`src/rtl/bspu_pkg.sv`:
```
// Shared types, codes and constants of the bit stream packer and unpacker.
package bspu_pkg;

  localparam int BYTE_W         = 8;
  localparam int VALUE_W        = 24;
  localparam int COUNT_W        = 5;
  localparam int STATUS_W       = 2;
  localparam int MAX_FIELD_BITS = 24;
  // A field of up to 24 bits at a bit offset of up to 7 fits in four bytes.
  localparam int WIN_W          = 32;
  localparam int IDX_W          = 2;

  typedef enum logic [0:0] {
    OP_APPEND = 1'b0,
    OP_READ   = 1'b1
  } op_e;

  typedef enum logic [STATUS_W-1:0] {
    STS_OK       = 2'd0,
    STS_WR_OVF   = 2'd1,
    STS_RD_PAST  = 2'd2
  } status_e;

  // Commands from the controller to the datapath.
  typedef struct packed {
    logic             load;
    logic             wr_byte;
    logic             rd_byte;
    logic             cap;
    logic             commit;
    logic [IDX_W-1:0] idx;
    logic [IDX_W-1:0] cap_idx;
  } dp_cmd_t;

  // Status from the datapath to the controller.
  typedef struct packed {
    logic             new_is_read;
    logic             new_err;
    logic [IDX_W-1:0] last_idx;
  } dp_sts_t;

  function automatic logic [WIN_W-1:0] field_mask(input logic [COUNT_W-1:0] count);
    field_mask = ~({WIN_W{1'b1}} << count);
  endfunction

endpackage

```
`src/rtl/bit_stream_packer_unpacker.sv`:
```
// Top level of the LSB-first bit stream packer and unpacker.
//
// One input stream carries commands: tuser selects append (0) or read (1),
// tdata carries the value and the bit count (1 to 24). Every command gives
// exactly one item on the output stream with the extracted bits and a status:
// ok, write overflow (write dropped) or read past the written data (zero
// returned, read pointer kept).
// Items are handled one at a time. An append writes, and a read reads, in turn
// each of the store bytes (1 to 4) that the field touches; a rejected command
// goes straight to its result. This one-by-one access is forced by the single
// byte-wide store port, which moves one byte a cycle.
// The result sits in an output register, so the next command is accepted while
// it waits; a stalled receiver holds the block only once a second result is
// ready. Reset clears both pointers and the partial tail byte; the store needs
// no clearing, since bytes at or past the write pointer are never read.
module bit_stream_packer_unpacker #(
  parameter int CAPACITY_BITS = 4096
) (
  input  logic        clk_i,
  input  logic        rst_ni,
  input  logic        s_axis_tvalid,
  output logic        s_axis_tready,
  input  logic [31:0] s_axis_tdata,  // value[23:0], bit_count[28:24], zero pad
  input  logic [0:0]  s_axis_tuser,  // opcode[0]
  output logic        m_axis_tvalid,
  input  logic        m_axis_tready,
  output logic [31:0] m_axis_tdata   // read_value[23:0], status[25:24], zero pad
);

  bspu_pkg::dp_cmd_t cmd;
  bspu_pkg::dp_sts_t sts;

  logic [bspu_pkg::VALUE_W-1:0]  read_value;
  logic [bspu_pkg::STATUS_W-1:0] status;

  bspu_ctrl u_ctrl (
    .clk_i      (clk_i),
    .rst_ni     (rst_ni),
    .s_tvalid_i (s_axis_tvalid),
    .s_tready_o (s_axis_tready),
    .m_tvalid_o (m_axis_tvalid),
    .m_tready_i (m_axis_tready),
    .cmd_o      (cmd),
    .sts_i      (sts)
  );

  bspu_dp #(
    .CAPACITY_BITS (CAPACITY_BITS)
  ) u_dp (
    .clk_i        (clk_i),
    .rst_ni       (rst_ni),
    .cmd_i        (cmd),
    .sts_o        (sts),
    .opcode_i     (s_axis_tuser[0]),
    .value_i      (s_axis_tdata[23:0]),
    .bit_count_i  (s_axis_tdata[28:24]),
    .read_value_o (read_value),
    .status_o     (status)
  );

  assign m_axis_tdata = {6'b000000, status, read_value};

endmodule

```
`src/rtl/bspu_ram.sv`:
```
// Generic single-port-write, single-port-read RAM with registered read data.
module bspu_ram #(
  parameter int WIDTH = 8,
  parameter int DEPTH = 512
) (
  input  logic                     clk_i,
  input  logic                     we_i,
  input  logic [$clog2(DEPTH)-1:0] waddr_i,
  input  logic [WIDTH-1:0]         wdata_i,
  input  logic                     re_i,
  input  logic [$clog2(DEPTH)-1:0] raddr_i,
  output logic [WIDTH-1:0]         rdata_o
);

  logic [WIDTH-1:0] mem_q [DEPTH];
  logic [WIDTH-1:0] rdata_q;

  always_ff @(posedge clk_i) begin
    if (we_i) begin
      mem_q[waddr_i] <= wdata_i;
    end
    if (re_i) begin
      rdata_q <= mem_q[raddr_i];
    end
  end

  assign rdata_o = rdata_q;

endmodule

```
`src/rtl/bspu_dp.sv`:
```
// Datapath: pointers, tail byte, four-byte window, byte store and result register.
module bspu_dp #(
  parameter int CAPACITY_BITS = 4096
) (
  input  logic                             clk_i,
  input  logic                             rst_ni,
  input  bspu_pkg::dp_cmd_t                cmd_i,
  output bspu_pkg::dp_sts_t                sts_o,
  input  logic                             opcode_i,
  input  logic [bspu_pkg::VALUE_W-1:0]     value_i,
  input  logic [bspu_pkg::COUNT_W-1:0]     bit_count_i,
  output logic [bspu_pkg::VALUE_W-1:0]     read_value_o,
  output logic [bspu_pkg::STATUS_W-1:0]    status_o
);

  localparam int DEPTH = (CAPACITY_BITS + bspu_pkg::BYTE_W - 1) / bspu_pkg::BYTE_W;
  localparam int AW    = $clog2(DEPTH);
  localparam int PW    = $clog2(CAPACITY_BITS + 1);
  localparam int WW    = bspu_pkg::WIN_W;
  localparam int BW    = bspu_pkg::BYTE_W;

  logic [PW-1:0]  wp_q, wp_d, rp_q, rp_d;
  logic [BW-1:0]  tail_q, tail_d;

  logic                           op_q;
  logic                           err_q;
  logic [bspu_pkg::COUNT_W-1:0]   cnt_q;
  logic [2:0]                     off_q;
  logic [5:0]                     span_q;
  logic [bspu_pkg::IDX_W-1:0]     last_q;
  logic [AW-1:0]                  base_q;
  logic [WW-1:0]                  win_q;

  logic [bspu_pkg::VALUE_W-1:0]   result_q;
  bspu_pkg::status_e              status_q;

  logic          cnt_ok, is_rd, wr_err, rd_err;
  logic [PW:0]   wr_end, rd_end;
  logic [2:0]    off;
  logic [5:0]    span, span_m1;
  logic [WW-1:0] val_win;
  logic [BW-1:0] rdata;
  logic [AW-1:0] addr;

  // Checks and window set-up for the item at the input.
  always_comb begin
    cnt_ok  = (bit_count_i != '0) &&
              (bit_count_i <= bspu_pkg::COUNT_W'(bspu_pkg::MAX_FIELD_BITS));
    is_rd   = (bspu_pkg::op_e'(opcode_i) == bspu_pkg::OP_READ);
    wr_end  = {1'b0, wp_q} + (PW+1)'(bit_count_i);
    rd_end  = {1'b0, rp_q} + (PW+1)'(bit_count_i);
    wr_err  = !cnt_ok || (wr_end > (PW+1)'(CAPACITY_BITS));
    rd_err  = !cnt_ok || (rd_end > {1'b0, wp_q});
    off     = is_rd ? rp_q[2:0] : wp_q[2:0];
    span    = {3'b000, off} + {1'b0, bit_count_i};
    span_m1 = span - 6'd1;
    val_win = (WW'(value_i) & bspu_pkg::field_mask(bit_count_i)) << off;
  end

  assign sts_o.new_is_read = is_rd;
  assign sts_o.new_err     = is_rd ? rd_err : wr_err;
  assign sts_o.last_idx    = last_q;

  always_ff @(posedge clk_i) begin
    if (cmd_i.load) begin
      op_q   <= opcode_i;
      err_q  <= is_rd ? rd_err : wr_err;
      cnt_q  <= bit_count_i;
      off_q  <= off;
      span_q <= span;
      last_q <= span_m1[4:3];
      base_q <= is_rd ? AW'(rp_q >> 3) : AW'(wp_q >> 3);
      // The tail byte carries the bits already written in the partial byte.
      win_q  <= is_rd ? '0 : (WW'(tail_q) | val_win);
    end else if (cmd_i.cap) begin
      win_q[{cmd_i.cap_idx, 3'b000} +: BW] <= rdata;
    end
  end

  // Pointer and tail updates at the end of an item.
  always_comb begin
    wp_d   = wp_q;
    rp_d   = rp_q;
    tail_d = tail_q;
    if (cmd_i.commit && !err_q) begin
      if (bspu_pkg::op_e'(op_q) == bspu_pkg::OP_READ) begin
        rp_d = rp_q + PW'(cnt_q);
      end else begin
        wp_d   = wp_q + PW'(cnt_q);
        tail_d = (span_q[2:0] == 3'b000) ? '0 : win_q[{span_q[4:3], 3'b000} +: BW];
      end
    end
  end

  always_ff @(posedge clk_i or negedge rst_ni) begin
    if (!rst_ni) begin
      wp_q   <= '0;
      rp_q   <= '0;
      tail_q <= '0;
    end else begin
      wp_q   <= wp_d;
      rp_q   <= rp_d;
      tail_q <= tail_d;
    end
  end

  always_ff @(posedge clk_i) begin
    if (cmd_i.commit) begin
      if (err_q) begin
        result_q <= '0;
        status_q <= (bspu_pkg::op_e'(op_q) == bspu_pkg::OP_READ) ?
                    bspu_pkg::STS_RD_PAST : bspu_pkg::STS_WR_OVF;
      end else if (bspu_pkg::op_e'(op_q) == bspu_pkg::OP_READ) begin
        result_q <= bspu_pkg::VALUE_W'((win_q >> off_q) & bspu_pkg::field_mask(cnt_q));
        status_q <= bspu_pkg::STS_OK;
      end else begin
        result_q <= '0;
        status_q <= bspu_pkg::STS_OK;
      end
    end
  end

  assign addr = base_q + AW'(cmd_i.idx);

  bspu_ram #(
    .WIDTH (BW),
    .DEPTH (DEPTH)
  ) u_store (
    .clk_i   (clk_i),
    .we_i    (cmd_i.wr_byte),
    .waddr_i (addr),
    .wdata_i (win_q[{cmd_i.idx, 3'b000} +: BW]),
    .re_i    (cmd_i.rd_byte),
    .raddr_i (addr),
    .rdata_o (rdata)
  );

  assign read_value_o = result_q;
  assign status_o     = status_q;

endmodule

```
`src/rtl/bspu_ctrl.sv`:
```
// Controller: sequences the byte accesses of one item and owns both handshakes.
module bspu_ctrl (
  input  logic              clk_i,
  input  logic              rst_ni,
  input  logic              s_tvalid_i,
  output logic              s_tready_o,
  output logic              m_tvalid_o,
  input  logic              m_tready_i,
  output bspu_pkg::dp_cmd_t cmd_o,
  input  bspu_pkg::dp_sts_t sts_i
);

  typedef enum logic [2:0] {
    S_IDLE,
    S_WRITE,
    S_READ,
    S_DRAIN,
    S_DONE
  } state_e;

  state_e                     state_q;
  logic [bspu_pkg::IDX_W-1:0] k_q;
  logic                       cap_vld_q;
  logic [bspu_pkg::IDX_W-1:0] cap_k_q;
  logic                       out_valid_q;
  logic                       slot_free;

  assign slot_free  = !out_valid_q || m_tready_i;
  assign s_tready_o = (state_q == S_IDLE);
  assign m_tvalid_o = out_valid_q;

  always_comb begin
    cmd_o         = '0;
    cmd_o.idx     = k_q;
    cmd_o.cap     = cap_vld_q;
    cmd_o.cap_idx = cap_k_q;
    case (state_q)
      S_IDLE:  cmd_o.load    = s_tvalid_i;
      S_WRITE: cmd_o.wr_byte = 1'b1;
      S_READ:  cmd_o.rd_byte = 1'b1;
      S_DONE:  cmd_o.commit  = slot_free;
      default: ;
    endcase
  end

  always_ff @(posedge clk_i or negedge rst_ni) begin
    if (!rst_ni) begin
      state_q     <= S_IDLE;
      k_q         <= '0;
      cap_vld_q   <= 1'b0;
      cap_k_q     <= '0;
      out_valid_q <= 1'b0;
    end else begin
      cap_vld_q <= 1'b0;
      if (cmd_o.commit) begin
        out_valid_q <= 1'b1;
      end else if (m_tready_i) begin
        out_valid_q <= 1'b0;
      end
      case (state_q)
        S_IDLE: begin
          k_q <= '0;
          if (s_tvalid_i) begin
            if (sts_i.new_err) begin
              state_q <= S_DONE;
            end else if (sts_i.new_is_read) begin
              state_q <= S_READ;
            end else begin
              state_q <= S_WRITE;
            end
          end
        end
        S_WRITE: begin
          if (k_q == sts_i.last_idx) begin
            state_q <= S_DONE;
          end else begin
            k_q <= k_q + bspu_pkg::IDX_W'(1);
          end
        end
        S_READ: begin
          // Read data arrives in the cycle after the address is issued.
          cap_vld_q <= 1'b1;
          cap_k_q   <= k_q;
          if (k_q == sts_i.last_idx) begin
            state_q <= S_DRAIN;
          end else begin
            k_q <= k_q + bspu_pkg::IDX_W'(1);
          end
        end
        S_DRAIN: state_q <= S_DONE;
        S_DONE: begin
          if (slot_free) begin
            state_q <= S_IDLE;
          end
        end
        default: state_q <= S_IDLE;
      endcase
    end
  end

  a_one_cmd: assert property (@(posedge clk_i) disable iff (!rst_ni)
    $onehot0({cmd_o.load, cmd_o.wr_byte, cmd_o.rd_byte, cmd_o.commit}))
    else $error("more than one datapath command in a cycle");

  a_cap_after_read: assert property (@(posedge clk_i) disable iff (!rst_ni)
    cap_vld_q |-> $past(cmd_o.rd_byte))
    else $error("capture without a preceding store read");

  a_idx_in_span: assert property (@(posedge clk_i) disable iff (!rst_ni)
    (cmd_o.wr_byte || cmd_o.rd_byte) |-> (k_q <= sts_i.last_idx))
    else $error("byte index beyond the span of the item");

  a_commit_shows: assert property (@(posedge clk_i) disable iff (!rst_ni)
    cmd_o.commit |=> out_valid_q)
    else $error("committed result not presented");

endmodule

```
`config.mk`:
```
export PLATFORM = sky130hd
export DESIGN_NAME = bit_stream_packer_unpacker
export DESIGN_NICKNAME = d
export VERILOG_FILES = /design/src/rtl/bspu_pkg.sv /design/src/rtl/bit_stream_packer_unpacker.sv /design/src/rtl/bspu_ram.sv /design/src/rtl/bspu_dp.sv /design/src/rtl/bspu_ctrl.sv
export SDC_FILE = /design/constraint.sdc
export NUM_CORES = 2
export LEC_CHECK = 0
export BUFFER_PORTS_ARGS = -buffer_cell sky130_fd_sc_hd__buf_2
export CORE_UTILIZATION = 55
export CTS_BUF_LIST = sky130_fd_sc_hd__clkbuf_16
export DETAILED_ROUTE_END_ITERATION = 10
export PLACE_DENSITY_LB_ADDON = 0.12
export SYNTH_ARGS = -nofsm -noshare
export SYNTH_HDL_FRONTEND = slang
export SYNTH_SLANG_ARGS = --single-unit
```
`constraint.sdc`:
```
create_clock -name clk_i -period 17 [get_ports clk_i]
set_input_delay 5.1 -clock clk_i [delete_from_list [all_inputs] [get_ports clk_i]]
set_output_delay 5.1 -clock clk_i [all_outputs]
set_load 0.02 [all_outputs]
```
==> metrics <==
cts hold-fix bufs=0; Die ar.=308000 um^2; CTS sink cnt=4231; status=finished clean; crit path DAT=8760 ps; Worst EP required=17850 ps; Post-DP HPWL=252000 um; Clock Path Buffers=4; Worst Setup End Kind=register; Initial DRC Count=11100; Most common cell on crit path=a21o_1; area of the multi-input gates=just under 40000 um^2; total number of vias=84200; Root Buffer=clkbuf_16; max-slew violations=0; Post-Syn Instances=8237; CTS clock-pin slew for the worst setup and hold paths=around 60 ps; pre-CTS WS=8150 ps; Finished Layout Cells=12900; Main synth FF type=edfxtp_1; Synth top cells by count=4188 x edfxtp_1, 1191 x mux4_2, 659 x nor2_1; Most Crowded Layer GR=met2; grt met2 use=0.436; Setup WS post-layout=9080 ps; largest cells by area after synthesis=edfxtp_1 75%, mux4_2 16%, nor2_1 1.5%; Die Height=555 um; filler instances=21100; overall routing resource usage=0.283; M1 GR Usage=0.415; ys async rst share=0.0102; crit-path leading delay family=compound AO/OA/AOI/OAI gates; worst slew pin tran=about 1400 ps; Initial Util=0.554; RSZ-0062 raised after global routing=no; critical path launch point type=primary input; port buffer count=about 60; vias in the first global route=approximately 84000; pin count of the biggest net entering global routing=220; slowest cell delay on critical path=around 400 ps; Inst Count DP=12000; cell row count=202; Netlist cell types=77; Post-synth EDFFs=4188; Reg area=approximately 130000 um^2; FF-to-FF Start=u_ctrl.k_q[0]$_DFFE_PN0P_; reg2reg path depth=12; cell accounting for the most synthesized area=edfxtp_1; Seq cells post-synth=between 4000 and 5000; fin crit share=0.466; H-tree Lvls=5; crit path max fanout=21; GPL Wtd Cong=0.880; flop-to-flop setup slack=9320 ps; drt first pass iters=6; Ports=71; worst-case vdd ir drop=0.000271 V; wire per inst=33.7 um; WS Path Type=in -> reg; post-CTS setup buffers=0; Critical Path Sink=u_ctrl.state_q[2]$_DFFE_PN0P_; DRT antenna net count=0; clock skew=39.8 ps; TritonCTS clock tree=done; FMAX=0.126 GHz; Placeable Area=between 300000 and 400000 um^2; Final Hold Fails=0; Nets=between 8000 and 9000; leakage power=around 0.059 uW; Cell Area, Placed=173000 um^2; Buf/Inv on CP=1; Syn Area/Cell=20.4 um^2; Synth Cell Area=168000 um^2; Syn-to-layout area delta=11.0%; CP max stage cell=buf_2; CP cell instances=buf_2, ha_1, a21o_1, a21oi_1, o21bai_1, a21oi_1, nor2_1, xor2_1, ha_1, a21o_1, a21o_1, a21oi_1, o21ai_0, a221oi_1, o21bai_1, a31o_2, a21o_1; DRC Markers=0; M3 GR Usage=0.0513; Post-CTS Resized=0; Seq/Total Area, Yosys=0.753; vias per std cell=6.55; global route overflow=0; worst setup path start=s_axis_tdata[25]; CTS buffer count=428; number of max-cap violations=0; layout cells sized above 1=0.238; worst r2r dst=u_dp.u_store.rdata_o[7]$_DFFE_PP_; first-pass GRT wire length=619000 um; count leader, synth=edfxtp_1; top cell type's share of synthesized area=0.747; final instance area=187000 um^2; min Tclk post-route=7920 ps; CP Depth=17; clock latency on the worst-skew pair=970 ps; routed wire length=433000 um; relative max-transition margin=0.0334; initial antenna violation count=28; final number of setup-violating endpoints=0; die width=between 500 and 600 um; Setup TNS=0 ps; cell area power density=about 200 nW/um^2; Hold Crit Class=reg -> reg; yosys warns=0
## how the worst min path moves through the flow
stage | cells after the start | endpoint | from | slack, ps
after floorplan | 2 | u_dp.tail_q[6]$_DFFE_PN0P_ | u_dp.tail_q[6]$_DFFE_PN0P_ | 440
after global placement | 2 | u_dp.tail_q[0]$_DFFE_PN0P_ | u_dp.tail_q[0]$_DFFE_PN0P_ | 500
after CTS | 2 | u_dp.tail_q[0]$_DFFE_PN0P_ | u_dp.tail_q[0]$_DFFE_PN0P_ | 520
final | 2 | u_dp.tail_q[4]$_DFFE_PN0P_ | u_dp.tail_q[4]$_DFFE_PN0P_ | 510
after detailed placement | 2 | u_dp.tail_q[0]$_DFFE_PN0P_ | u_dp.tail_q[0]$_DFFE_PN0P_ | 510
after global routing | 2 | u_dp.tail_q[4]$_DFFE_PN0P_ | u_dp.tail_q[4]$_DFFE_PN0P_ | 540
## worst register-to-register path, delay by kind of cell, from the launching register on
kind | cells | cell delay (ps)
AOI/OAI and AO/OA | 1 | 100
DFF | 1 | 840
buffers and inverters | 4 | 2810
muxes | 1 | 650
adders and majority gates | 1 | 570
and+or+nand+nor | 5 | 2330
## per-layer routing
layer	vias up	share of wire	wire, um
met5	-	0.000055	24
met1	45100	0.40	174000
met4	4	0.034	14700
li1	34200	-	-
met2	4205	0.47	205000
met3	651	0.092	39900
## per-stage QoR
step | hold WS (ps) | util | total power, uW
floorplan | 445 | - | 24600
CTS | 518 | 0.615 | 38400
finish | 511 | 0.615 | 38300
global placement | 497 | 0.570 | 29100
global route | 538 | 0.615 | 39500
detailed placement | 505 | 0.570 | 29400
## report_power, final
part,total (uW),switching [uW],internal (uW),leakage [uW]
clock network,9150,4000,5150,0.00704
logic,14700,9360,5310,0.0135
registers,14500,181,14300,0.0384
total,38300,13500,24700,0.0589
## cells in the final DEF (no fill, tap or decap), types with 54 or more instances in the layout
cell type  instances
a211oi_1          54
a21oi_1          152
and3_1            65
buf_2             61
buf_4            151
clkbuf_16        432
clkinv_1         103
clkinv_2          80
edfxtp_1        4188
inv_1            135
mux2i_1          113
mux4_2          1183
nand2_1          568
nand3_1           88
nor2_1           656
o21ai_0           89
## area by class of cell
type,instances,area share
Sequential cell,4231,0.679
Multi-Input combinational cell,3462,0.210
Clock buffer,432,0.0578
Tap cell,4080,0.0273
Clock inverter,362,0.0151
Timing Repair Buffer,236,0.0103
Inverter,38,0.000763
Antenna cell,13,0.000174
## cells by family after synthesis
kind of cell	share of synthesized area
compound gates	0.0189
xor+xnor	0.00250
fa+ha+maj	0.00383
buf+inv	0.0166
flops	0.753
mux	0.167
other cells	0.0000223
simple gates	0.0384
## state kept, by name, summed over array words and instances (netlist names)
register	cells
u_dp.tail_q	8
u_ctrl.k_q	2
u_dp.u_store.mem_q	4096
u_ctrl.cap_vld_q	1
u_dp.off_q	3
u_ctrl.m_tvalid_o	1
u_dp.read_value_o	24
u_dp.rp_q	13
u_dp.win_q	32
u_ctrl.state_q	3
u_dp.cnt_q	5
u_dp.op_q	1
u_dp.wp_q	13
u_dp.base_q	9
u_ctrl.cap_k_q	2
u_dp.u_store.rdata_o	8
u_dp.err_q	1
u_dp.status_o	2
u_dp.last_q	2
u_dp.span_q	5
Power figures use the tool's default switching activity.
